### config.mk
export PLATFORM = sky130hd
export DESIGN_NAME = amoa_norm
export DESIGN_NICKNAME = d
export VERILOG_FILES = /design/src/design/amoa_pkg.sv /design/src/design/amoa_norm.sv
export SDC_FILE = /design/constraint.sdc
export NUM_CORES = 1
export LEC_CHECK = 0
export BUFFER_PORTS_ARGS = -buffer_cell sky130_fd_sc_hd__buf_2
export CAP_MARGIN = 15
export CORE_MARGIN = 2
export CORE_UTILIZATION = 35
export DETAILED_ROUTE_END_ITERATION = 6
export PLACE_DENSITY_LB_ADDON = 0.15
export SETUP_SLACK_MARGIN = 0.3
export SYNTH_ARGS = -nofsm -noshare
export SYNTH_HDL_FRONTEND = slang
export SYNTH_SLANG_ARGS = --single-unit
export TNS_END_PERCENT = 10
### constraint.sdc
create_clock -name clk -period 5.3 [get_ports clk]
set_clock_uncertainty 0.15 [all_clocks]
set_input_delay 1.06 -clock clk [delete_from_list [all_inputs] [get_ports clk]]
set_output_delay 1.06 -clock clk [all_outputs]
set_load 0.1 [all_outputs]
### src/design/amoa_pkg.sv
// Package for the orientation angles block: widths, payload types, lane side data,
// the arctangent table and the angle finishing helpers. Depends on nothing.
package amoa_pkg;

	localparam int ANGLE_FRAC_BITS = 7;
	localparam int CORDIC_STAGES   = 16;

	localparam int ACC_Q      = 24;
	localparam int IN_W       = 16;
	localparam int SQ_W       = 32;
	localparam int DOT_W      = 33;
	localparam int PROD_W     = 49;
	localparam int OP_W       = 50;
	localparam int POS_W      = $clog2(OP_W);
	localparam int NORM_MSB   = 29;
	localparam int CW         = 33;
	localparam int QW         = 34;
	localparam int SQRT_STEPS = SQ_W / 2;
	localparam int ROOT_W     = SQRT_STEPS;
	localparam int REM_W      = ROOT_W + 2;
	localparam int IDX_W      = $clog2(CORDIC_STAGES);
	localparam int TABLE_LEN  = 24;
	localparam int TAB_IDX_W  = $clog2(TABLE_LEN);
	localparam int ROLL_W     = 15;
	localparam int PITCH_W    = 16;
	localparam int YAW_W      = 16;
	localparam int SH         = ACC_Q - ANGLE_FRAC_BITS;

	localparam logic signed [QW-1:0] QUARTER_Q = QW'(64'sd90 <<< ACC_Q);
	localparam logic signed [QW-1:0] HALF_Q    = QW'(64'sd180 <<< ACC_Q);
	localparam logic [QW-1:0]        RND_Q     = QW'(64'd1 << (SH - 1));

	// atan(2^-i) in degrees with 24 fraction bits.
	localparam logic [30:0] ATAN_TAB [TABLE_LEN] = '{
		31'd754974720, 31'd445687602, 31'd235489088, 31'd119537938,
		31'd60000934,  31'd30029717,  31'd15018523,  31'd7509720,
		31'd3754917,   31'd1877466,   31'd938734,    31'd469367,
		31'd234684,    31'd117342,    31'd58671,     31'd29335,
		31'd14668,     31'd7334,      31'd3667,      31'd1833,
		31'd917,       31'd458,       31'd229,       31'd115
	};

	typedef struct packed {
		logic signed [IN_W-1:0] accel_x;
		logic signed [IN_W-1:0] accel_y;
		logic signed [IN_W-1:0] accel_z;
		logic signed [IN_W-1:0] mag_x;
		logic signed [IN_W-1:0] mag_y;
		logic signed [IN_W-1:0] mag_z;
	} sample_t;

	typedef struct packed {
		logic signed [ROLL_W-1:0]  roll_angle;
		logic signed [PITCH_W-1:0] pitch_angle;
		logic signed [YAW_W-1:0]   yaw_angle;
		logic                      degenerate;
	} angles_t;

	// How the quadrant angle of a lane is formed.
	typedef enum logic [1:0] {
		QM_CORDIC  = 2'd0,
		QM_ZERO    = 2'd1,
		QM_QUARTER = 2'd2,
		QM_NONE    = 2'd3
	} qmode_t;

	typedef struct packed {
		qmode_t mode;
		logic   xneg;
		logic   yneg;
		logic   degen;
	} lane_side_t;

	function automatic logic [QW-1:0] atan_entry(input logic [IDX_W-1:0] idx);
		return QW'(ATAN_TAB[TAB_IDX_W'(idx)]);
	endfunction

	// Position of the highest set bit; zero for a zero word.
	function automatic logic [POS_W-1:0] msb_pos(input logic [OP_W-1:0] v);
		logic [POS_W-1:0] p;
		p = '0;
		for (int i = 0; i < OP_W; i++) begin
			if (v[i]) begin
				p = POS_W'(i);
			end
		end
		return p;
	endfunction

	// Clamp, restore the quadrant, round half up and apply the sign; zero if degenerate or QM_NONE.
	function automatic logic signed [QW-1:0] finish_angle(input logic signed [QW-1:0] q,
			input lane_side_t s);
		logic signed [QW-1:0] qc;
		logic [QW-1:0]        r;
		case (s.mode)
			QM_CORDIC: begin
				if (q < 0) begin
					qc = '0;
				end else if (q > QUARTER_Q) begin
					qc = QUARTER_Q;
				end else begin
					qc = q;
				end
			end
			QM_QUARTER: begin
				qc = QUARTER_Q;
			end
			default: begin
				qc = '0;
			end
		endcase
		if (s.xneg) begin
			qc = HALF_Q - qc;
		end
		r = (unsigned'(qc) + RND_Q) >> SH;
		if (s.degen || (s.mode == QM_NONE)) begin
			return '0;
		end
		return s.yneg ? -signed'(r) : signed'(r);
	endfunction

	// Saturate to a signed field of w bits, returned in 16 bits.
	function automatic logic signed [15:0] sat_angle(input logic signed [QW-1:0] v, input int w);
		logic signed [QW-1:0] hi;
		logic signed [QW-1:0] lo;
		hi = QW'((64'sd1 <<< (w - 1)) - 64'sd1);
		lo = -hi - QW'(1);
		if (v > hi) begin
			return 16'(hi);
		end else if (v < lo) begin
			return 16'(lo);
		end
		return 16'(v);
	endfunction

endpackage

### src/design/amoa_norm.sv
// Operand conditioning for one arctangent lane: magnitudes, quadrant flags and the
// shift that puts the larger magnitude in [2^29, 2^30). Two stages. Depends on amoa_pkg.
module amoa_norm (
	input  logic                              clk,
	input  logic                              en,
	input  logic signed [amoa_pkg::OP_W-1:0]  y_in,
	input  logic signed [amoa_pkg::OP_W-1:0]  x_in,
	input  logic                              degen_in,
	output logic signed [amoa_pkg::CW-1:0]    x_s2,
	output logic signed [amoa_pkg::CW-1:0]    y_s2,
	output amoa_pkg::lane_side_t              side_s2
);

	logic [amoa_pkg::OP_W-1:0]  ux;
	logic [amoa_pkg::OP_W-1:0]  uy;
	amoa_pkg::lane_side_t       side;
	logic [amoa_pkg::OP_W-1:0]  ux_s1;
	logic [amoa_pkg::OP_W-1:0]  uy_s1;
	logic [amoa_pkg::POS_W-1:0] pos_s1;
	amoa_pkg::lane_side_t       side_s1;
	logic [amoa_pkg::POS_W-1:0] shr;
	logic [amoa_pkg::POS_W-1:0] shl;
	logic [amoa_pkg::OP_W-1:0]  xn;
	logic [amoa_pkg::OP_W-1:0]  yn;

	always_comb begin
		ux = x_in[amoa_pkg::OP_W-1] ? unsigned'(-x_in) : unsigned'(x_in);
		uy = y_in[amoa_pkg::OP_W-1] ? unsigned'(-y_in) : unsigned'(y_in);
		side.xneg  = x_in[amoa_pkg::OP_W-1];
		side.yneg  = y_in[amoa_pkg::OP_W-1];
		side.degen = degen_in;
		if ((x_in == '0) && (y_in == '0)) begin
			side.mode = amoa_pkg::QM_NONE;
		end else if (y_in == '0) begin
			side.mode = amoa_pkg::QM_ZERO;
		end else if (x_in == '0) begin
			side.mode = amoa_pkg::QM_QUARTER;
		end else begin
			side.mode = amoa_pkg::QM_CORDIC;
		end
	end

	always_ff @(posedge clk) begin
		if (en) begin
			ux_s1   <= ux;
			uy_s1   <= uy;
			pos_s1  <= amoa_pkg::msb_pos(ux | uy);
			side_s1 <= side;
		end
	end

	// Right shifts truncate both magnitudes alike; left shifts are exact.
	always_comb begin
		shr = pos_s1 - amoa_pkg::POS_W'(amoa_pkg::NORM_MSB);
		shl = amoa_pkg::POS_W'(amoa_pkg::NORM_MSB) - pos_s1;
		if (pos_s1 > amoa_pkg::POS_W'(amoa_pkg::NORM_MSB)) begin
			xn = ux_s1 >> shr;
			yn = uy_s1 >> shr;
		end else begin
			xn = ux_s1 << shl;
			yn = uy_s1 << shl;
		end
	end

	always_ff @(posedge clk) begin
		if (en) begin
			x_s2    <= signed'(amoa_pkg::CW'(xn));
			y_s2    <= signed'(amoa_pkg::CW'(yn));
			side_s2 <= side_s1;
		end
	end

endmodule

==> qor.csv <==
metric,value,unit
clk_pin_slew,0.07,ns
multiInputGateArea,11790,sq um
antenna_found_initial,0,
nFillCells,5127,
p_per_area,385.0,nW/um^2
clock-sinks,182,
die_height,230.6,microns
grt_max_degree,170,
leakage,7.449,nW
ys_types,76,
drv_cap,0,
synth_top_area_share,30.41,%
post_cts_resized,0,
finalSetupTns,0,ns
synth_ff_type,edfxtp_1,
async_reset_ff_share,0,%
nets,2182,
hold_path.class,reg -> reg,
final_max_slew_viol_count,0,
worst_pin_slew,1.159,ns
cts.path.max_buffers,2,
ys_ff_latch,182,
required,5.37,ns
ys_seq_area_share,30.41,%
relSlewSlack,22.71,%
overflow,0,
status,completed,
initial_utilization,35.24,%
insertedDiodeCount,0,
dp_hpwl,59240,microns
seq_area,5465,sq um
power,7.830,mW
synth_top_area_cell,edfxtp_1,
viasPerCell,6.200,
setup_viol_count_final,0,
endpoint_kind,flop,
syn-num-nets,2091,
first_global_vias,16260,
drt_iter0_drc,1762,
floorplan.die.width,230.6,microns
numPortBuffers,173,
antenna_left,0,
io_pins,174,
ys.warnings.count,0,
finalCriticalPeriod,4.518,ns
area_growth,13.16,%
rsz0062_at_grt,no,
worst-path-max-fanout,11,
synth_edf_count,182,
insertion_delay,0.49,ns
core-area,50990,sq um
critPathKind,in -> reg,
grt_usage,27.67,%
routedWlPerCell,26.54,microns
remaining_drc_errors,0,
vdd_drop_max,0.0002864,V
avgSynthCellArea,9.071,sq um
start_kind,primary input,
post-route-period-util,85.25,%
max_freq,221.3,MHz
cts_inserted_buffers,17,
grt_pass1_wl,109400,microns
netlist_area,17970,sq um
die_area,53170,sq um
synth_cells,1981,
synth.area.top_cells,"edfxtp_1 (30%), mux4_2 (16%), nand2_1 (6.8%)",
rows,83,
htreeDepth,4,
cts_tree,done,
hold_viol_final,0,
vias,17137,
cts_setup_buffers,0,
clock-root-buffer,clkbuf_16,
drive_above_1_share,22.02,%
gp_congestion,0.9601,
drt_pre_antenna_iters,6,
wirelength,73360,microns
cts_hold_buf,0,
cp.arrival,4.59,ns
[layer usage]
metal / global-route usage (%) / part of all wire, % / up-vias / routed length, microns
met5: 0 / 0 / - / 0
li1: - / - / 7798 / -
met1: 39.04 / 45 / 8439 / 32790
met2: 44.20 / 46 / 791 / 33600
met4: 8.810 / 3.1 / 0 / 2263
met3: 3.409 / 6.4 / 109 / 4712
[final cells by class]
cell class              instances  share of cell area, %
inverters                      64                  1.181
clock inverters                14                 0.8307
multi-input cells            1574                  57.96
well taps                     680                  4.184
flip-flops and latches        182                  26.88
clock buffers                  17                  2.092
repair buffers                233                  6.873
[synthesized netlist by cell type (19+ instances only)]
cell type,n
or3_1,24
o21ai_0,88
nor2_1,152
mux2_2,21
nor2b_1,19
o22ai_1,38
mux4_2,125
a22oi_1,20
mux2i_1,89
nand2_1,324
edfxtp_1,182
nor4_1,33
a21oi_1,109
clkbuf_1,141
inv_1,61
o31ai_1,30
xor2_1,40
or2_2,19
nand3_1,48
a211oi_1,34
a31oi_1,35
o41ai_1,29
nor3_1,27
xnor2_1,53
[sequential cells by signal, indices dropped and copies added (netlist names)]
register,count
pos_s1,6
side_s1,5
side_s2,5
ux_s1,50
uy_s1,50
x_s2,33
y_s2,33
[final timing paths]
kind                            start                 endpoint  slack (ns)  cells past startpoint
max reg2reg   pos_s1[1]$_SDFFCE_PP0P_       x_s2[14]$_DFFE_PP_        0.86                      9
max                           x_in[6]  pos_s1[1]$_SDFFCE_PP0P_        0.78                     11
min          side_s1[3]$_SDFFCE_PP1P_     side_s2[3]$_DFFE_PP_        0.27                      0
min reg2reg  side_s1[3]$_SDFFCE_PP1P_     side_s2[3]$_DFFE_PP_        0.27                      0
[where the power goes]
part	switching, mW	internal, mW	total (mW)
Sequential	0.201	1.85	2.05
Combinational	3.11	1.38	4.49
Clock	0.591	0.703	1.29
[worst max-delay path, stage by stage]
cell and delay [ns]:
buf_2 0.13, or4_4 0.58, or4_1 0.69, buf_4 0.25
o41ai_1 0.44, xnor2_1 0.14, or2_2 0.33, nor2_1 0.19
nand4_1 0.15, a211oi_1 0.48, a21oi_1 0.14
[through the flow]
step                hold WS, ns  worst slack (ns)  area (sq um)  std cells  utilization (%)
floorplan                0.2503            0.3102         17970       1981                -
global placement         0.2504            0.3560         19740       2733            38.71
detailed placement       0.2556            0.3724         19740       2733            38.71
CTS                      0.2728            0.8852         20330       2764            39.88
global route             0.2762            0.5871         20330       2764            39.88
finish                   0.2703            0.7817         20330       2764            39.88
[cells in the final DEF, fill, tap and decap left out, types with 6 or more instances in the layout]
master,count
a32oi_1,7
mux2i_1,89
and3_1,13
o21ai_0,88
o211ai_1,18
a21oi_1,109
nand2b_1,8
and2_1,10
a311oi_1,6
or4_1,17
or2_2,19
clkbuf_16,17
nor4_1,32
or3_1,24
buf_2,172
and4_1,7
inv_1,61
a211oi_1,34
buf_12,6
nor3_1,27
xnor2_1,48
a22oi_1,20
nor2_1,152
a31oi_1,35
nand4_1,18
o22ai_1,38
o21a_1,9
o32ai_1,6
o221ai_1,13
mux2_2,21
edfxtp_1,182
buf_4,54
ha_1,6
o41ai_1,29
mux4_2,125
xor2_1,36
nand2_1,324
nand3_1,48
nor2b_1,19
o31ai_1,30
[kinds of logic after synthesis]
kind of cell | share of synthesized area, %
simple gates | 19.57
compound gates | 18.33
mux | 21.94
buf+inv | 4.728
flops | 30.41
xor+xnor | 4.533
fa+ha+maj | 0.4874
Power figures use the tool's default switching activity.
