<file path="src/design/amoa_pkg.sv">
// Package for the orientation angles block: widths, payload types, lane side data,
// the arctangent table and the angle finishing helpers. Depends on nothing.
package amoa_pkg;

	localparam int ANGLE_FRAC_BITS = 7;
	localparam int CORDIC_STAGES   = 16;

	localparam int ACC_Q      = 24;
	localparam int IN_W       = 16;
	localparam int SQ_W       = 32;
	localparam int DOT_W      = 33;
	localparam int PROD_W     = 49;
	localparam int OP_W       = 50;
	localparam int POS_W      = $clog2(OP_W);
	localparam int NORM_MSB   = 29;
	localparam int CW         = 33;
	localparam int QW         = 34;
	localparam int SQRT_STEPS = SQ_W / 2;
	localparam int ROOT_W     = SQRT_STEPS;
	localparam int REM_W      = ROOT_W + 2;
	localparam int IDX_W      = $clog2(CORDIC_STAGES);
	localparam int TABLE_LEN  = 24;
	localparam int TAB_IDX_W  = $clog2(TABLE_LEN);
	localparam int ROLL_W     = 15;
	localparam int PITCH_W    = 16;
	localparam int YAW_W      = 16;
	localparam int SH         = ACC_Q - ANGLE_FRAC_BITS;

	localparam logic signed [QW-1:0] QUARTER_Q = QW'(64'sd90 <<< ACC_Q);
	localparam logic signed [QW-1:0] HALF_Q    = QW'(64'sd180 <<< ACC_Q);
	localparam logic [QW-1:0]        RND_Q     = QW'(64'd1 << (SH - 1));

	// atan(2^-i) in degrees with 24 fraction bits.
	localparam logic [30:0] ATAN_TAB [TABLE_LEN] = '{
		31'd754974720, 31'd445687602, 31'd235489088, 31'd119537938,
		31'd60000934,  31'd30029717,  31'd15018523,  31'd7509720,
		31'd3754917,   31'd1877466,   31'd938734,    31'd469367,
		31'd234684,    31'd117342,    31'd58671,     31'd29335,
		31'd14668,     31'd7334,      31'd3667,      31'd1833,
		31'd917,       31'd458,       31'd229,       31'd115
	};

	typedef struct packed {
		logic signed [IN_W-1:0] accel_x;
		logic signed [IN_W-1:0] accel_y;
		logic signed [IN_W-1:0] accel_z;
		logic signed [IN_W-1:0] mag_x;
		logic signed [IN_W-1:0] mag_y;
		logic signed [IN_W-1:0] mag_z;
	} sample_t;

	typedef struct packed {
		logic signed [ROLL_W-1:0]  roll_angle;
		logic signed [PITCH_W-1:0] pitch_angle;
		logic signed [YAW_W-1:0]   yaw_angle;
		logic                      degenerate;
	} angles_t;

	// How the quadrant angle of a lane is formed.
	typedef enum logic [1:0] {
		QM_CORDIC  = 2'd0,
		QM_ZERO    = 2'd1,
		QM_QUARTER = 2'd2,
		QM_NONE    = 2'd3
	} qmode_t;

	typedef struct packed {
		qmode_t mode;
		logic   xneg;
		logic   yneg;
		logic   degen;
	} lane_side_t;

	function automatic logic [QW-1:0] atan_entry(input logic [IDX_W-1:0] idx);
		return QW'(ATAN_TAB[TAB_IDX_W'(idx)]);
	endfunction

	// Position of the highest set bit; zero for a zero word.
	function automatic logic [POS_W-1:0] msb_pos(input logic [OP_W-1:0] v);
		logic [POS_W-1:0] p;
		p = '0;
		for (int i = 0; i < OP_W; i++) begin
			if (v[i]) begin
				p = POS_W'(i);
			end
		end
		return p;
	endfunction

	// Clamp, restore the quadrant, round half up and apply the sign; zero if degenerate or QM_NONE.
	function automatic logic signed [QW-1:0] finish_angle(input logic signed [QW-1:0] q,
			input lane_side_t s);
		logic signed [QW-1:0] qc;
		logic [QW-1:0]        r;
		case (s.mode)
			QM_CORDIC: begin
				if (q < 0) begin
					qc = '0;
				end else if (q > QUARTER_Q) begin
					qc = QUARTER_Q;
				end else begin
					qc = q;
				end
			end
			QM_QUARTER: begin
				qc = QUARTER_Q;
			end
			default: begin
				qc = '0;
			end
		endcase
		if (s.xneg) begin
			qc = HALF_Q - qc;
		end
		r = (unsigned'(qc) + RND_Q) >> SH;
		if (s.degen || (s.mode == QM_NONE)) begin
			return '0;
		end
		return s.yneg ? -signed'(r) : signed'(r);
	endfunction

	// Saturate to a signed field of w bits, returned in 16 bits.
	function automatic logic signed [15:0] sat_angle(input logic signed [QW-1:0] v, input int w);
		logic signed [QW-1:0] hi;
		logic signed [QW-1:0] lo;
		hi = QW'((64'sd1 <<< (w - 1)) - 64'sd1);
		lo = -hi - QW'(1);
		if (v > hi) begin
			return 16'(hi);
		end else if (v < lo) begin
			return 16'(lo);
		end
		return 16'(v);
	endfunction

endpackage

</file>
<file path="src/design/amoa_cordic_cell.sv">
// One vectoring CORDIC cell: one micro-rotation and its angle step per cycle while en is high.
// Depends on amoa_pkg.
module amoa_cordic_cell (
	input  logic                             clk,
	input  logic                             en,
	input  logic [amoa_pkg::IDX_W-1:0]       stage,
	input  logic signed [amoa_pkg::CW-1:0]   x_in,
	input  logic signed [amoa_pkg::CW-1:0]   y_in,
	input  logic signed [amoa_pkg::QW-1:0]   q_in,
	input  amoa_pkg::lane_side_t             side_in,
	output logic signed [amoa_pkg::CW-1:0]   x_q,
	output logic signed [amoa_pkg::CW-1:0]   y_q,
	output logic signed [amoa_pkg::QW-1:0]   q_q,
	output amoa_pkg::lane_side_t             side_q
);

	logic signed [amoa_pkg::CW-1:0] dx;
	logic signed [amoa_pkg::CW-1:0] dy;
	logic signed [amoa_pkg::QW-1:0] step;

	// Arithmetic shifts round toward minus infinity.
	always_comb begin
		dx   = y_in >>> stage;
		dy   = x_in >>> stage;
		step = signed'(amoa_pkg::atan_entry(stage));
	end

	always_ff @(posedge clk) begin
		if (en) begin
			if (!y_in[amoa_pkg::CW-1]) begin
				x_q <= x_in + dx;
				y_q <= y_in - dy;
				q_q <= q_in + step;
			end else begin
				x_q <= x_in - dx;
				y_q <= y_in + dy;
				q_q <= q_in - step;
			end
			side_q <= side_in;
		end
	end

endmodule

</file>
<file path="config.mk">
export PLATFORM = sky130hd
export DESIGN_NAME = amoa_cordic_cell
export DESIGN_NICKNAME = d
export VERILOG_FILES = /design/src/design/amoa_pkg.sv /design/src/design/amoa_cordic_cell.sv
export SDC_FILE = /design/constraint.sdc
export NUM_CORES = 1
export LEC_CHECK = 0
export ABC_AREA = 0
export BUFFER_PORTS_ARGS = -buffer_cell sky130_fd_sc_hd__buf_2
export CELL_PAD_IN_SITES_DETAIL_PLACEMENT = 1
export CELL_PAD_IN_SITES_GLOBAL_PLACEMENT = 1
export CORE_MARGIN = 2
export CORE_UTILIZATION = 41
export DETAILED_ROUTE_END_ITERATION = 10
export GPL_TIMING_DRIVEN = 0
export PLACE_DENSITY = 0.88
export SLEW_MARGIN = 0
export SYNTH_ARGS = -nofsm -noshare
export SYNTH_HDL_FRONTEND = slang
export SYNTH_SLANG_ARGS = --single-unit
</file>
<file path="constraint.sdc">
create_clock -name clk -period 6.1 [get_ports clk]
set_input_delay 0.915 -clock clk [delete_from_list [all_inputs] [get_ports clk]]
set_output_delay 0.915 -clock clk [all_outputs]
set_load 0.01 [all_outputs]
</file>
==> summary.txt <==
Place
  – Total instance count after detailed placement: around 2,300
  – Detailed placer's ending HPWL: 48,980 um
  – Count of input and output buffers: 215
  – Placed Area: 16,130 um2
  – RePlAce Congestion: slightly above 1

Synth
  – Most instantiated cells after synthesis: 154 x a21oi_1, 122 x nand2_1, 114 x nor2_1
  – Yosys reg bits: 105
  – Warnings from Yosys: 0
  – Instance count of the mapped netlist: 1,598
  – Summed instance area of the synthesized netlist: ~14,000 um2
  – Main area contributors after synthesis: edfxtp_1 22%, mux4_2 10%, ha_1 9.4%
  – Number of distinct standard cells referenced by the synthesized netlist: 83
  – Proportion of synthesized flip-flops having asynchronous set or reset: 0%
  – Count of flip-flops with a built-in enable after synthesis: 105
  – Post-synth top area share: 21.82%
  – Synthesized area per cell: 9.043 um2
  – Most frequent cell after synthesis: a21oi_1
  – Sequential area share after synthesis: a little over a fifth
  – Post-synth top flop: edfxtp_1
  – Synth area leader: edfxtp_1
  – Mapped Nets: 1,820

Pwr
  – Share of power burned in registers: a little over a quarter
  – Power density relative to cell area: 233.4 nW/um2
  – Comb pwr share: 57.8%
  – Static power due to leakage: between 7 and 8 nW
  – Part of the total power dissipated in the clock network: 15.4%
  – Maximum resistive drop on vdd: ~0.15 mV
  – Switching part of the total: 41.78%
  – Pint: between 2 and 2.5 mW
  – Switching power summed over all nets: roughly 1.7 mW

Worst setup path
  – Critical path class: in2reg
  – Arrival time at the worst endpoint: between 6 and 7 ns
  – Crit path capture type: register
  – Critical Path Source Type: input pin
  – Worst-path maximum fanout: 10
  – CP Data Required Time: 6.25 ns

GRT
  – Wire length of the first global-routing pass: between 90,000 and 100,000 um
  – Number of antenna violations at the first check in global routing: 0
  – Number of global-route vias before repair: 15,670
  – Total GRT Usage: roughly a third
  – Grt total ovfl: 0
  – Largest net degree at the start of global routing: 59

Cells and area
  – Post-Layout Cell Count: 2,332
  – Number of inserted diodes: 0
  – Relative area change from synthesis to final layout: 23.70%
  – Post-route core utilization: 51.62%
  – Net count, final: 2,094
  – Share of post-route cells with drive strength above 1: 30.37%
  – Design area: between 15,000 and 20,000 um2

Die
  – CORE AREA: between 30,000 and 40,000 um2
  – IO Pins: ~220
  – Vert. Die Dim: 191.7 um
  – Die ar.: 36,760 um2
  – Effective utilization at floorplan: between 40% and 50%
  – Placement row count: 68
  – Die extent in x: 191.7 um

Detailed routing
  – Number of detailed-route iterations in the first pass: 6
  – Routed length per instance: 27.65 um
  – Final WL: between 60,000 and 70,000 um
  – Number of DRC markers in iteration 0: 1,447
  – Overall via count from detail_route: 15,260
  – Via density: 6.545
  – Final routed DRC violation total: 0
  – Count of antenna-violating nets left after detailed routing: 0

Timing
  – Final worst hold slack: 0.6947 ns
  – Final Hold Vio Count: 0
  – Transition at the pin with the smallest max-transition slack: 1.186 ns
  – Share of the clock period used by the worst path after layout: 99.79%
  – Setup repair after global routing missed its margin: yes
  – Max Freq: 0.1643 GHz
  – Minimum clock period: 6.087 ns
  – Max Transition Viols Final: 0
  – Setup violations, final: 0
  – Max_slew headroom: 20.95%
  – Sum of negative setup slack: 0 ns

Clock tree
  – Sink count of the clock tree: 105
  – TritonCTS Buffers: 9
  – Clock-pin slew of the registers on the worst-case setup and hold paths: 0.08 ns
  – Quantity of hold-fixing buffers added after cts: 0
  – Bufs on Longest Clock Path: 2
  – Number of levels in the clock H-tree: 3
  – TritonCTS clock tree: built
  – Cell at the root of the clock tree: clkbuf_16

Flow run
  – Maximum capacitance violations: 0

Worst hold path
  – Worst Hold Launch: side_in[3]
  – Worst Hold Class: in2reg
  – Hold-critical path depth: 1
  – Hold endpoint: side_q[3]

Run status
  – Run status: finished, final reports clean
==> worst max path at each step <==
stage | from | to | slack, ns | cells past startpoint
after floorplan | stage[0] | x_q[32] | 0.01 | 21
after global placement | stage[3] | y_q[32] | -2.61 | 25
after detailed placement | stage[3] | y_q[32] | -2.70 | 25
after CTS | stage[2] | q_q[33] | 0.0002 | 24
after global routing | stage[0] | x_q[30] | -0.1 | 22
final | stage[1] | y_q[31] | 0.01 | 24
==> cells in the final DEF (no fill, tap or decap), drive strengths merged, types with 6 or more instances in the layout <==
| cell | count |
|---|---|
| o21a | 18 |
| o22ai | 17 |
| clkbuf | 40 |
| o211a | 6 |
| and2 | 13 |
| nand4 | 8 |
| a311o | 7 |
| o221ai | 7 |
| buf | 320 |
| nor3 | 30 |
| a21boi | 7 |
| a31oi | 22 |
| nand2 | 122 |
| o31ai | 10 |
| xor2 | 62 |
| nor4 | 6 |
| a211o | 6 |
| edfxtp | 105 |
| nor2b | 25 |
| nand3 | 27 |
| a211oi | 12 |
| mux2 | 52 |
| mux4 | 64 |
| o21bai | 9 |
| and3 | 20 |
| xnor2 | 106 |
| o21ai | 88 |
| or2 | 12 |
| or3 | 11 |
| a21oi | 154 |
| ha | 108 |
| and4 | 7 |
| nand2b | 16 |
| inv | 40 |
| mux2i | 67 |
| nor2 | 114 |
| a21o | 38 |
| o211ai | 14 |
==> logic make-up after synthesis <==
logic type,share of synthesized area [%]
AO/OA/AOI/OAI,21.34
AND/OR/NAND/NOR,14.39
multiplexers,18.69
XOR/XNOR,10.18
buffers and inverters,3.810
adder cells (fa/ha/maj),9.767
flip-flops,21.82
==> flip-flops by register name, indices dropped and copies added (netlist names) <==
name    cells
x_q        33
side_q      5
y_q        33
q_q        34
==> critical path, cell delays in order <==
cell and delay, ns:
buf_2 0.15, buf_6 0.17, clkbuf_4 0.28, buf_4 0.28
clkbuf_4 0.31, and2_2 0.31, nand3_1 0.10, nand4_1 0.22
o2bb2ai_1 0.24, nand2_4 0.12, nor3b_4 0.33, buf_6 0.16
a31oi_1 0.09, xor2_1 0.20, ha_1 0.33, buf_4 0.14
and3_1 0.21, a31o_2 0.29, a211oi_4 0.30, o211ai_1 0.19
a211o_1 0.37, a21oi_2 0.17, o21ai_0 0.13, xor2_1 0.16
==> through the flow <==
stage | setup slack, ns | total power, mW
CTS | 0.0002118 | 4.049
global placement | -2.611 | 3.219
detailed placement | -2.704 | 3.287
floorplan | 0.01312 | 2.572
finish | 0.01299 | 4.172
global route | -0.09867 | 4.407
==> timing repair <==
action | 4_1_cts | 5_1_grt
buffers inserted | 27 | 26
resized for setup | 158 | 132
setup endpoints to repair | 83 | 37
pin swaps | 17 | 34
==> power groups by stage <==
stage                     Combinational [mW]  Clock, mW  Sequential [mW]
after global placement                  2.09          0             1.13
after CTS                               2.27      0.664             1.12
after floorplan                         1.33          0             1.24
final                                   2.41      0.644             1.11
after global routing                    2.59      0.678             1.14
after detailed placement                2.16          0             1.13
==> cell type report <==
cell class	count	area [um2]
timing repair buffer	269	1514
buffer	81	799.5
sequential	105	3153
tap	455	569.3
clock inverter	6	82.58
fill	4051	16750
clock buffer	10	229.0
multi-input combinational	1365	11370
inverter	41	160.2
==> routing by layer <==
layer	share of wire (%)	global-route usage (%)	wire length, um	up-vias
li1	-	-	-	6650
met1	38	40.48	24220	7546
met2	47	57.10	30550	852
met3	8.6	7.491	5575	215
met4	6.4	20.12	4130	0
met5	0	0	0	-
No activity file was read; power rests on OpenSTA's default activity.
