<file path="config.mk">
export PLATFORM = sky130hd
export DESIGN_NAME = amoa_sqrt_cell
export DESIGN_NICKNAME = d
export VERILOG_FILES = /design/src/design/amoa_pkg.sv /design/src/design/amoa_sqrt_cell.sv
export SDC_FILE = /design/constraint.sdc
export NUM_CORES = 1
export LEC_CHECK = 0
export ABC_AREA = 1
export BUFFER_PORTS_ARGS = -buffer_cell sky130_fd_sc_hd__clkbuf_2
export CORE_ASPECT_RATIO = 0.75
export CORE_MARGIN = 4
export CORE_UTILIZATION = 40
export CTS_CLUSTER_DIAMETER = 30
export CTS_CLUSTER_SIZE = 30
export DETAILED_ROUTE_END_ITERATION = 10
export PLACE_DENSITY = 0.79
export SYNTH_ARGS = -nofsm -noshare
export SYNTH_HDL_FRONTEND = slang
export SYNTH_SLANG_ARGS = --single-unit
</file>
<file path="constraint.sdc">
create_clock -name clk -period 1.9 [get_ports clk]
set_clock_uncertainty 0.1 [all_clocks]
set_input_delay 0.285 -clock clk [delete_from_list [all_inputs] [get_ports clk]]
set_output_delay 0.285 -clock clk [all_outputs]
set_load 0.1 [all_outputs]
</file>
<file path="src/design/amoa_pkg.sv">
// Package for the orientation angles block: widths, payload types, lane side data,
// the arctangent table and the angle finishing helpers. Depends on nothing.
package amoa_pkg;

	localparam int ANGLE_FRAC_BITS = 7;
	localparam int CORDIC_STAGES   = 16;

	localparam int ACC_Q      = 24;
	localparam int IN_W       = 16;
	localparam int SQ_W       = 32;
	localparam int DOT_W      = 33;
	localparam int PROD_W     = 49;
	localparam int OP_W       = 50;
	localparam int POS_W      = $clog2(OP_W);
	localparam int NORM_MSB   = 29;
	localparam int CW         = 33;
	localparam int QW         = 34;
	localparam int SQRT_STEPS = SQ_W / 2;
	localparam int ROOT_W     = SQRT_STEPS;
	localparam int REM_W      = ROOT_W + 2;
	localparam int IDX_W      = $clog2(CORDIC_STAGES);
	localparam int TABLE_LEN  = 24;
	localparam int TAB_IDX_W  = $clog2(TABLE_LEN);
	localparam int ROLL_W     = 15;
	localparam int PITCH_W    = 16;
	localparam int YAW_W      = 16;
	localparam int SH         = ACC_Q - ANGLE_FRAC_BITS;

	localparam logic signed [QW-1:0] QUARTER_Q = QW'(64'sd90 <<< ACC_Q);
	localparam logic signed [QW-1:0] HALF_Q    = QW'(64'sd180 <<< ACC_Q);
	localparam logic [QW-1:0]        RND_Q     = QW'(64'd1 << (SH - 1));

	// atan(2^-i) in degrees with 24 fraction bits.
	localparam logic [30:0] ATAN_TAB [TABLE_LEN] = '{
		31'd754974720, 31'd445687602, 31'd235489088, 31'd119537938,
		31'd60000934,  31'd30029717,  31'd15018523,  31'd7509720,
		31'd3754917,   31'd1877466,   31'd938734,    31'd469367,
		31'd234684,    31'd117342,    31'd58671,     31'd29335,
		31'd14668,     31'd7334,      31'd3667,      31'd1833,
		31'd917,       31'd458,       31'd229,       31'd115
	};

	typedef struct packed {
		logic signed [IN_W-1:0] accel_x;
		logic signed [IN_W-1:0] accel_y;
		logic signed [IN_W-1:0] accel_z;
		logic signed [IN_W-1:0] mag_x;
		logic signed [IN_W-1:0] mag_y;
		logic signed [IN_W-1:0] mag_z;
	} sample_t;

	typedef struct packed {
		logic signed [ROLL_W-1:0]  roll_angle;
		logic signed [PITCH_W-1:0] pitch_angle;
		logic signed [YAW_W-1:0]   yaw_angle;
		logic                      degenerate;
	} angles_t;

	// How the quadrant angle of a lane is formed.
	typedef enum logic [1:0] {
		QM_CORDIC  = 2'd0,
		QM_ZERO    = 2'd1,
		QM_QUARTER = 2'd2,
		QM_NONE    = 2'd3
	} qmode_t;

	typedef struct packed {
		qmode_t mode;
		logic   xneg;
		logic   yneg;
		logic   degen;
	} lane_side_t;

	function automatic logic [QW-1:0] atan_entry(input logic [IDX_W-1:0] idx);
		return QW'(ATAN_TAB[TAB_IDX_W'(idx)]);
	endfunction

	// Position of the highest set bit; zero for a zero word.
	function automatic logic [POS_W-1:0] msb_pos(input logic [OP_W-1:0] v);
		logic [POS_W-1:0] p;
		p = '0;
		for (int i = 0; i < OP_W; i++) begin
			if (v[i]) begin
				p = POS_W'(i);
			end
		end
		return p;
	endfunction

	// Clamp, restore the quadrant, round half up and apply the sign; zero if degenerate or QM_NONE.
	function automatic logic signed [QW-1:0] finish_angle(input logic signed [QW-1:0] q,
			input lane_side_t s);
		logic signed [QW-1:0] qc;
		logic [QW-1:0]        r;
		case (s.mode)
			QM_CORDIC: begin
				if (q < 0) begin
					qc = '0;
				end else if (q > QUARTER_Q) begin
					qc = QUARTER_Q;
				end else begin
					qc = q;
				end
			end
			QM_QUARTER: begin
				qc = QUARTER_Q;
			end
			default: begin
				qc = '0;
			end
		endcase
		if (s.xneg) begin
			qc = HALF_Q - qc;
		end
		r = (unsigned'(qc) + RND_Q) >> SH;
		if (s.degen || (s.mode == QM_NONE)) begin
			return '0;
		end
		return s.yneg ? -signed'(r) : signed'(r);
	endfunction

	// Saturate to a signed field of w bits, returned in 16 bits.
	function automatic logic signed [15:0] sat_angle(input logic signed [QW-1:0] v, input int w);
		logic signed [QW-1:0] hi;
		logic signed [QW-1:0] lo;
		hi = QW'((64'sd1 <<< (w - 1)) - 64'sd1);
		lo = -hi - QW'(1);
		if (v > hi) begin
			return 16'(hi);
		end else if (v < lo) begin
			return 16'(lo);
		end
		return 16'(v);
	endfunction

endpackage

</file>
<file path="src/design/amoa_sqrt_cell.sv">
// One cell of the floor square root chain: one root bit per cell.
// Depends on amoa_pkg.
module amoa_sqrt_cell (
	input  logic                         clk,
	input  logic                         en,
	input  logic [amoa_pkg::SQ_W-1:0]    n_in,
	input  logic [amoa_pkg::REM_W-1:0]   rem_in,
	input  logic [amoa_pkg::ROOT_W-1:0]  root_in,
	output logic [amoa_pkg::SQ_W-1:0]    n_q,
	output logic [amoa_pkg::REM_W-1:0]   rem_q,
	output logic [amoa_pkg::ROOT_W-1:0]  root_q
);

	logic [amoa_pkg::REM_W+1:0] acc;
	logic [amoa_pkg::REM_W+1:0] trial;
	logic                       take;

	// Bring down the next two radicand bits and try root*4+1.
	always_comb begin
		acc   = {rem_in, n_in[amoa_pkg::SQ_W-1 -: 2]};
		trial = (amoa_pkg::REM_W + 2)'({root_in, 2'b01});
		take  = (acc >= trial);
	end

	always_ff @(posedge clk) begin
		if (en) begin
			n_q    <= {n_in[amoa_pkg::SQ_W-3:0], 2'b00};
			rem_q  <= take ? amoa_pkg::REM_W'(acc - trial) : amoa_pkg::REM_W'(acc);
			root_q <= {root_in[amoa_pkg::ROOT_W-2:0], take};
		end
	end

endmodule

</file>
==> out/results.txt, run 1 <==
Worst-margin pin slew -> 569 ps
Avg Synthesized Cell Area -> 9.81 µm²
Worst Path Max Fanout -> 16
Ant. Diodes -> 0
Unrepaired setup endpoints after global routing -> no
Distinct cells, synth -> 24
First-pass GRT wire length -> 13900 µm
Drt initial violations -> 113
Clock Pin Slew Worst Setup and Hold Paths -> 70 ps
Fin cells -> 651
Layout cells sized above 1 -> 0.374
Final Hold Fails -> 0
Post-DP HPWL -> 6740 µm
Vias -> 2914
F_max -> 572 MHz
GR Util All Layers -> 0.180
Power Density -> 1010 mW/mm²
Ys Warns -> 0
Largest net degree at the start of global routing -> 65
# clock sinks -> 64
Post-route ant nets -> 0
GRT overflow -> 0
Synthesized cell area -> 0.00333 mm²
TNS Setup -> 0 ps
CTS Buf Count -> 9
CP dominant cell by count -> nand2_1
Sequential share of power -> 0.360
Worst Setup SP -> root_in[5]
Total iterations of the first detailed-routing run -> 4
Primary FF master, synth -> edfxtp_1
Pins over their slew limit -> 0
Final setup vio count -> 0
Min Clock Period, post-route -> 1750 ps
Post-synth EDFFs -> 64
Most common cell in the netlist -> nand2_1
Critical path data arrival time -> 1750 ps
Die ar. -> 0.00988 mm²
Mapped Cells -> 340
Worst IR Drop VDD -> 612 µV
Placed Cells -> 615
Maxcap violations -> 0
Worst Setup End Kind -> flop
# fillers -> 687
Clock power share -> 0.265
CP startpoint kind -> input port
Finished Core Util -> 0.608
Most frequent cells after synthesis -> nand2_1 (123), edfxtp_1 (64), inv_1 (51)
Routed WL per cell -> 13.4 µm
# IOs -> 134
#FFs+latches synth -> 64
Via density -> 4.48
Htree depth -> 3
Synth area leaders -> edfxtp_1 (58%), nand2_1 (14%), ha_1 (6.8%)
Row count -> 28
Class of the most critical setup path -> input port to flop
RePlAce Congestion -> 0.818
Worst EP required -> 1910 ps
Status -> complete, no violations
Tcrit/Tclk final -> 0.920
P_int -> 2.87 mW
Cell accounting for the most synthesized area -> edfxtp_1
Sw Ratio -> 0.413
CTS max path bufs -> 2
Worst min-delay path class -> input port to flop
Critical-path cell list -> clkbuf_2, inv_1, ha_1, nand2_1, inv_1, nand2_1, nor2_1, nand2_1, nand3b_1, nand2_1, nand2_4, inv_4, nand2_1, nand2_1
CP Buf/Inv Count -> 4
Core Box Area -> 0.00799 mm²
Starting density of the core -> 0.417
Vias in the first global route -> 2943
Chip Height -> 87.1 µm
Async S/R FF share, synth -> 0
Combinational share of power -> 0.375
Slowest cell on the critical path -> ha_1
TritonCTS clock tree -> yes
DRC -> 0
Setup repair bufs after CTS -> 0
Fin Hold WS -> 19.3 ps
Crit. path cell count -> 14
Area Growth Syn to Fin -> 45.7%
Clock root cell -> clkbuf_8
Net Sw Power -> 2.02 mW
Nets -> 627
Overall routed net length -> 8740 µm
Worst path top cell family by delay -> simple AND/OR/NAND/NOR gates
Port-buffer cells -> 131
Hold Path Origin -> n_in[13]
Initial antenna violation count -> 0
Worst setup path endpoint -> rem_q[8]
Slowest stage delay, CP -> 330 ps
Die Wd -> 113 µm
Relative slew margins -> 0.623
Leak -> 2.49 nW
Pwr Total -> 4.89 mW
Post-synth top area share -> 0.576
Seq/Total Area, Yosys -> 0.576
[layout by cell type, fill, tap and decap left out, types with 3 or more instances in the layout]
cell,instances
clkbuf_2,131
nand2_1,123
edfxtp_1,64
inv_1,51
buf_4,41
dlygate4sd3_1,20
ha_1,17
nor2_1,15
a21oi_1,13
nand3_1,11
clkbuf_8,9
xor2_1,8
nand3b_1,7
nand3_2,6
o21ai_0,4
nor2_2,3
[metrics by stage]
stage	instance area (µm²)	setup WS (ps)
detailed placement	4420	-237
floorplan	3340	31.6
global placement	4420	-196
global route	4860	7.14
CTS	4780	133
finish	4860	152
[cell type report]
| type | count | area (µm²) | share of cell area |
|---|---|---|---|
| multi-input combinational | 220 | 1180 | 0.244 |
| sequential | 64 | 1920 | 0.395 |
| clock buffer | 9 | 124 | 0.0255 |
| clock inverter | 7 | 96.3 | 0.0198 |
| tap | 105 | 131 | 0.0270 |
| timing repair buffer | 194 | 1200 | 0.248 |
| inverter | 52 | 198 | 0.0407 |
[worst min-delay path by stage]
stage                  to  slack, ps  cells past startpoint
6_report          n_q[15]         20                      1
5_1_grt        root_q[15]        0.7                      1
2_1_floorplan     n_q[10]        280                      0
3_5_place_dp      n_q[22]        360                      1
4_1_cts           n_q[18]        0.4                      1
3_3_place_gp      n_q[16]        360                      1
[logic make-up after synthesis]
kind of cell	synth area share
AO/OA/AOI/OAI	0.0300
XOR/XNOR	0.0285
buffers and inverters	0.0739
AND/OR/NAND/NOR	0.223
flip-flops	0.576
other	0.00112
adder cells (fa/ha/maj)	0.0675
[layer usage]
| layer | track usage | vias up | part of all wire |
|---|---|---|---|
| li1 | - | 1499 | - |
| met1 | 0.230 | 1302 | 0.44 |
| met2 | 0.295 | 105 | 0.46 |
| met3 | 0.0569 | 8 | 0.084 |
| met4 | 0.0513 | 0 | 0.0085 |
| met5 | 0 | - | 0 |
[power by group through the flow]
stage | logic, mW | clock network (mW) | registers [mW]
after floorplan | 0.369 | 0 | 2.80
after global placement | 1.78 | 0 | 1.79
after detailed placement | 1.80 | 0 | 1.79
after CTS | 1.83 | 1.34 | 1.76
after global routing | 1.94 | 1.42 | 1.77
final | 1.84 | 1.30 | 1.76
[registers in the layout, indices dropped and copies added (netlist names)]
signal  cells
n_q        30
rem_q      18
root_q     16
[timing repair]
| action | 4_1_cts | 5_1_grt |
|---|---|---|
| hold endpoints to repair | 14 | 6 |
| hold buffers | 14 | 6 |
| endpoints found under the setup margin | 0 | 8 |
| resized for setup | 0 | 2 |
Note: power is estimated with default switching activity, not from simulation.
==> inputs of run 2 (changes only) <==
--- a/config.mk
+++ b/config.mk
@@ -5,7 +5,6 @@
 export SDC_FILE = /design/constraint.sdc
 export NUM_CORES = 1
 export LEC_CHECK = 0
-export ABC_AREA = 1
 export BUFFER_PORTS_ARGS = -buffer_cell sky130_fd_sc_hd__clkbuf_2
 export CORE_ASPECT_RATIO = 0.75
 export CORE_MARGIN = 4
@@ -13,7 +12,7 @@
 export CTS_CLUSTER_DIAMETER = 30
 export CTS_CLUSTER_SIZE = 30
 export DETAILED_ROUTE_END_ITERATION = 10
-export PLACE_DENSITY = 0.79
+export PLACE_DENSITY = 0.8
 export SYNTH_ARGS = -nofsm -noshare
 export SYNTH_HDL_FRONTEND = slang
 export SYNTH_SLANG_ARGS = --single-unit
==> run 2 against run 1 <==
The run now ends with setup timing left. Critical path depth decreased by 5. Non-clock buffer count unchanged. Core utilization increased by 5.8 points. Sequential share of layout area decreased by 1.1 points. Count of clock-buffer cells in the layout unchanged. Critical endpoint is now rem_q[17]. Largest power group unchanged.
==> out/results.txt, run 2 <==
Worst Setup End Kind -> flop (unchanged)
Synthesized cell area -> 0.00314 mm² (was 0.00333 mm²)
Row count -> 27 (was 28)
Tcrit/Tclk final -> 1.05 (was 0.920)
Ys Warns -> 0 (unchanged)
Final WS setup -> -86.4 ps (was 152 ps)
Synth area leaders -> edfxtp_1 (61%), ha_1 (7.2%), mux2_2 (4.7%) (was edfxtp_1 (58%), nand2_1 (14%), ha_1 (6.8%))
Largest net degree at the start of global routing -> 65 (unchanged)
Mapped Cells -> 230 (was 340)
First-pass GRT wire length -> 13100 µm (was 13900 µm)
Power Density -> 994 mW/mm² (was 1010 mW/mm²)
Via density -> 4.85 (was 4.48)
Largest registers -> n_q (30), rem_q (18), root_q (16) (unchanged)
Most frequent cells in the layout -> clkbuf_2 (125), edfxtp_1 (64), buf_4 (57) (was clkbuf_2 (131), nand2_1 (123), edfxtp_1 (64))
Final setup vio count -> 16 (was 0)
Clock root cell -> clkbuf_8 (unchanged)
Worst-margin pin slew -> 564 ps (was 569 ps)
Die Wd -> 110 µm (was 113 µm)
Worst setup path endpoint -> rem_q[17] (was rem_q[8])
Nets -> 516 (was 627)
Cell area after layout -> 0.00500 mm² (was 0.00486 mm²)
Pins over their slew limit -> 0 (unchanged)
Most common cell after layout, fill and taps aside -> clkbuf_2 (unchanged)
Post-synth top area share -> 0.612 (was 0.576)
Distinct cells, synth -> 43 (was 24)
TNS Setup -> -561 ps (was 0 ps)
Async S/R FF share, synth -> 0 (unchanged)
Most frequent cells after synthesis -> edfxtp_1 (64), inv_1 (20), ha_1 (18) (was nand2_1 (123), edfxtp_1 (64), inv_1 (51))
Initial antenna violation count -> 0 (unchanged)
Class of the most critical setup path -> input port to flop (unchanged)
Clock Pin Slew Worst Setup and Hold Paths -> 70 ps (about the same)
Area Growth Syn to Fin -> 59.4% (was 45.7%)
Avg Synthesized Cell Area -> 13.6 µm² (was 9.81 µm²)
Core Box Area -> 0.00750 mm² (was 0.00799 mm²)
Leak -> 2.22 nW (was 2.49 nW)
Post-DP HPWL -> 6430 µm (was 6740 µm)
Starting density of the core -> 0.418 (was 0.417)
Routed WL per cell -> 16.1 µm (was 13.4 µm)
RePlAce Congestion -> 0.884 (was 0.818)
Port-buffer cells -> 131 (unchanged)
Primary FF master, synth -> edfxtp_1 (unchanged)
Unrepaired setup endpoints after global routing -> yes (was no)
Seq/Total Area, Yosys -> 0.612 (was 0.576)
CP startpoint kind -> input port (unchanged)
#FFs+latches synth -> 64 (unchanged)
Total iterations of the first detailed-routing run -> 4 (unchanged)
Maxcap violations -> 0 (unchanged)
Htree depth -> 3 (unchanged)
TritonCTS clock tree -> yes (unchanged)
Worst min-delay path class -> input port to flop (unchanged)
GR Util All Layers -> 0.185 (was 0.180)
Chip Height -> 84.7 µm (was 87.1 µm)
CTS Buf Count -> 9 (unchanged)
Worst Path Max Fanout -> 3 (was 16)
Worst Setup SP -> root_in[6] (was root_in[5])
# fillers -> 568 (was 687)
# clock sinks -> 64 (unchanged)
# IOs -> 134 (unchanged)
Post-DP Area -> 0.00463 mm² (was 0.00442 mm²)
DRC -> 0 (unchanged)
Overall routed net length -> 8620 µm (was 8740 µm)
Post-route ant nets -> 0 (unchanged)
Critical path data arrival time -> 1990 ps (was 1750 ps)
Relative slew margins -> 0.626 (was 0.623)
Layout cells sized above 1 -> 0.624 (was 0.374)
Vias in the first global route -> 2669 (was 2943)
Drt initial violations -> 101 (was 113)
Reg with most FFs -> n_q (unchanged)
Post-synth EDFFs -> 64 (unchanged)
Fin Hold WS -> 13.5 ps (was 19.3 ps)
Die ar. -> 0.00934 mm² (was 0.00988 mm²)
Worst IR Drop VDD -> 497 µV (was 612 µV)
Most common cell in the netlist -> edfxtp_1 (was nand2_1)
Ant. Diodes -> 0 (unchanged)
Failing checks -> setup timing
Vias -> 2594 (was 2914)
F_max -> 503 MHz (was 572 MHz)
Cell accounting for the most synthesized area -> edfxtp_1 (unchanged)
GRT overflow -> 0 (unchanged)
Worst EP required -> 1900 ps (was 1910 ps)
CTS max path bufs -> 2 (unchanged)
Final Hold Fails -> 0 (unchanged)
Min Clock Period, post-route -> 1990 ps (was 1750 ps)
Status -> finished with violations (was complete, no violations)
Number of flip-flops in the largest register -> 30 (unchanged)
## run 2: cell types whose count changed in the layout (fill, tap and decap cells not counted), moves of 6 or more
cell	previous run	this run
xnor2_1	1	10
inv_1	51	11
ha_4	1	12
buf_4	41	57
dlygate4sd3_1	20	4
clkbuf_2	131	125
nand3_1	11	4
nor2_1	15	8
ha_1	17	6
mux2_4	0	6
nand2_1	123	9
nand3b_1	7	1
mux2_2	0	9
o21a_1	0	6
## run 2: routing by layer
metal,vias to the layer above,global-route usage,part of all wire
met5,-,0,0
met4,0,0.0537,0.014
met3,14,0.0638,0.086
met2,106,0.323,0.51
met1,1210,0.215,0.39
li1,1264,-,-
## run 2: what timing repair did
action	CTS	global route
pin swaps	10	3
gates resized for setup	11	9
hold buffers	0	4
endpoints found under the hold margin	0	4
setup endpoints to repair	16	16
setup buffers	4	2
## run 2: layout make-up
type	count	area, µm²	area share
Clock buffer	9	124	0.0248
Clock inverter	6	61.3	0.0123
Inverter	20	103	0.0205
Multi-Input combinational cell	141	1460	0.291
Sequential cell	64	1920	0.384
Tap cell	101	126	0.0253
Timing Repair Buffer	194	1210	0.242
## run 2: through the flow
step | util | setup WS, ps | std cells | power (mW)
floorplan | - | -290 | 231 | 3.34
global placement | 0.617 | -441 | 510 | 3.76
CTS | 0.655 | -64.6 | 529 | 4.98
finish | 0.667 | -86.4 | 535 | 4.97
global route | 0.667 | -133 | 535 | 5.18
detailed placement | 0.617 | -492 | 510 | 3.80
## run 2: power by group
group          internal, mW  leakage, nW  switching [mW]
clock                 0.593       0.0948           0.541
combinational         0.566         1.50            1.50
sequential             1.73        0.627          0.0403
## run 2: cell families (layout without fill, tap and decap cells)
family | after synthesis | after routing | synth area share
other cells | 1 | 2 | 0.00120
simple gates | 46 | 46 | 0.0714
fa+ha+maj | 18 | 18 | 0.0718
flops | 64 | 64 | 0.612
buf+inv | 26 | 229 | 0.0367
mux | 18 | 18 | 0.0634
compound gates | 43 | 43 | 0.104
xor+xnor | 14 | 14 | 0.0391
## run 2: worst min-delay path by stage
| stage | cells past startpoint | startpoint | endpoint |
|---|---|---|---|
| after floorplan | 0 | n_in[8] | n_q[10] |
| after detailed placement | 1 | n_in[11] | n_q[13] |
| after CTS | 1 | n_in[11] | n_q[13] |
| after global routing | 1 | root_in[1] | root_q[2] |
| final | 1 | n_in[19] | n_q[21] |
| after global placement | 1 | n_in[13] | n_q[15] |
## run 2: worst max-delay path, stage by stage
cell and delay, ps:
clkbuf_8 120, inv_4 50, ha_4 200, a211o_1 300
a211oi_4 350, nor2_4 70, nor4b_2 270, nor4_1 80
mux2_2 260
==> inputs of run 3 (changes only) <==
--- a/config.mk
+++ b/config.mk
@@ -8,11 +8,11 @@
 export BUFFER_PORTS_ARGS = -buffer_cell sky130_fd_sc_hd__clkbuf_2
 export CORE_ASPECT_RATIO = 0.75
 export CORE_MARGIN = 4
-export CORE_UTILIZATION = 40
+export CORE_UTILIZATION = 43
 export CTS_CLUSTER_DIAMETER = 30
 export CTS_CLUSTER_SIZE = 30
 export DETAILED_ROUTE_END_ITERATION = 10
-export PLACE_DENSITY = 0.8
+export PLACE_DENSITY = 0.84
 export SYNTH_ARGS = -nofsm -noshare
 export SYNTH_HDL_FRONTEND = slang
 export SYNTH_SLANG_ARGS = --single-unit
==> run 3 against run 2 <==
Hold slack worse by 2.1 ps. Non-clock buffer count up 26. Global-route usage up 2.1 points. The flow still finishes with violations (setup timing).
==> out/results.txt, run 3 (synthesis gave the netlist of run 2 again) <==
Status -> finished with violations (unchanged)
Failing checks -> setup timing (unchanged)
Clock Pin Slew Worst Setup and Hold Paths -> 70 ps (about the same)
Most common cell after layout, fill and taps aside -> clkbuf_2 (unchanged)
Nets -> 542 (was 516)
Worst-margin pin slew -> 572 ps (was 564 ps)
Layout cells sized above 1 -> 0.584 (was 0.624)
Post-route ant nets -> 0 (unchanged)
Largest net degree at the start of global routing -> 65 (unchanged)
Worst Setup End Kind -> flop (unchanged)
Total iterations of the first detailed-routing run -> 4 (unchanged)
Overall routed net length -> 9640 µm (was 8620 µm)
Port-buffer cells -> 131 (unchanged)
F_max -> 494 MHz (was 503 MHz)
Post-DP Area -> 0.00461 mm² (was 0.00463 mm²)
Ant. Diodes -> 0 (unchanged)
Worst IR Drop VDD -> 518 µV (was 497 µV)
Maxcap violations -> 0 (unchanged)
Vias in the first global route -> 2731 (was 2669)
Placed Cells -> 505 (was 510)
Via density -> 4.94 (was 4.85)
Starting density of the core -> 0.451 (was 0.418)
Relative slew margins -> 0.621 (was 0.626)
Area Growth Syn to Fin -> 68.1% (was 59.4%)
Row count -> 26 (was 27)
Largest registers -> n_q (30), rem_q (18), root_q (16) (unchanged)
Final Hold Fails -> 0 (unchanged)
Critical path data arrival time -> 2030 ps (was 1990 ps)
Chip Height -> 82.0 µm (was 84.7 µm)
Class of the most critical setup path -> input port to flop (unchanged)
RePlAce Congestion -> 0.863 (was 0.884)
Post-DP HPWL -> 6400 µm (was 6430 µm)
DRC -> 0 (unchanged)
Pins over their slew limit -> 0 (unchanged)
Power Density -> 990 mW/mm² (was 994 mW/mm²)
Number of flip-flops in the largest register -> 30 (unchanged)
CTS max path bufs -> 2 (unchanged)
Reg with most FFs -> n_q (unchanged)
Drt initial violations -> 117 (was 101)
Finished Core Util -> 0.758 (was 0.667)
Pwr Total -> 5.22 mW (was 4.97 mW)
Initial antenna violation count -> 0 (unchanged)
Vias -> 2759 (was 2594)
First-pass GRT wire length -> 13500 µm (was 13100 µm)
Worst EP required -> 1910 ps (was 1900 ps)
Final WS setup -> -125 ps (was -86.4 ps)
# IOs -> 134 (unchanged)
Routed WL per cell -> 17.3 µm (was 16.1 µm)
Worst min-delay path class -> input port to flop (unchanged)
# clock sinks -> 64 (unchanged)
Die ar. -> 0.00874 mm² (was 0.00934 mm²)
Worst Path Max Fanout -> 5 (was 3)
Fin cells -> 559 (was 535)
Htree depth -> 3 (unchanged)
Die Wd -> 107 µm (was 110 µm)
Cell area after layout -> 0.00528 mm² (was 0.00500 mm²)
Unrepaired setup endpoints after global routing -> yes (unchanged)
Most frequent cells in the layout -> clkbuf_2 (127), edfxtp_1 (64), buf_4 (57) (was clkbuf_2 (125), edfxtp_1 (64), buf_4 (57))
CP startpoint kind -> input port (unchanged)
GR Util All Layers -> 0.206 (was 0.185)
TritonCTS clock tree -> yes (unchanged)
GRT overflow -> 0 (unchanged)
CTS Buf Count -> 9 (unchanged)
Hold depth -> 1 (unchanged)
Leak -> 2.37 nW (was 2.22 nW)
Min Clock Period, post-route -> 2020 ps (was 1990 ps)
Hold Path Origin -> root_in[1] (was n_in[19])
WHS Endpoint -> root_q[2] (was n_q[21])
Core Box Area -> 0.00696 mm² (was 0.00750 mm²)
Clock root cell -> clkbuf_8 (unchanged)
Tcrit/Tclk final -> 1.07 (was 1.05)
Final setup vio count -> 17 (was 16)
run 3: through the flow:
| step | setup slack [ps] | TNS [ps] | hold WS, ps |
|---|---|---|---|
| 2_1_floorplan | -290 | -3500 | 284 |
| 3_3_place_gp | -444 | -6910 | 361 |
| 5_1_grt | -181 | -2780 | -11.5 |
| 3_5_place_dp | -506 | -8590 | 364 |
| 4_1_cts | -101 | -1400 | 1.05 |
| 6_report | -125 | -1800 | 11.3 |
run 3: what timing repair did:
action                                  in CTS  in global routing
hold buffers                                16                 12
endpoints found under the hold margin       16                 13
gates resized for setup                      4                 11
pin swaps                                    1                  5
endpoints found under the setup margin      16                 18
cloned                                       0                  1
setup buffers                                4                  5
run 3: report_power, final:
group,leakage [nW],switching [mW],internal (mW)
Combinational,1.63,1.51,0.607
Sequential,0.627,0.0413,1.73
Clock,0.110,0.591,0.740
run 3: worst max path at each step:
stage | slack [ps] | end | start
global placement | -440 | rem_q[13] | root_in[0]
global route | -180 | rem_q[16] | rem_in[1]
detailed placement | -510 | rem_q[11] | root_in[1]
CTS | -100 | rem_q[17] | root_in[3]
floorplan | -290 | rem_q[10] | root_in[9]
finish | -120 | rem_q[7] | rem_in[1]
run 3: worst max-delay path, stage by stage:
cell	delay, ps
buf_8	100
ha_4	240
o211ai_1	270
a21oi_4	70
nor2b_4	140
o21ai_2	80
o21ai_2	200
o211ai_4	160
clkbuf_16	210
mux2_4	290
run 3: layout make-up:
class                           instances  area, µm²
Sequential cell                        64       1920
Fill cell                             445       1690
Timing Repair Buffer                  220       1480
Multi-Input combinational cell        141       1440
Clock buffer                            9        124
Tap cell                               98        123
Inverter                               20        103
Clock inverter                          7       95.1
run 3: layer usage:
| metal | vias to the layer above | GRT usage | share of wire |
|---|---|---|---|
| met3 | 17 | 0.0754 | 0.086 |
| li1 | 1310 | - | - |
| met5 | - | 0 | 0 |
| met4 | 0 | 0.0856 | 0.019 |
| met2 | 110 | 0.367 | 0.51 |
| met1 | 1322 | 0.226 | 0.38 |
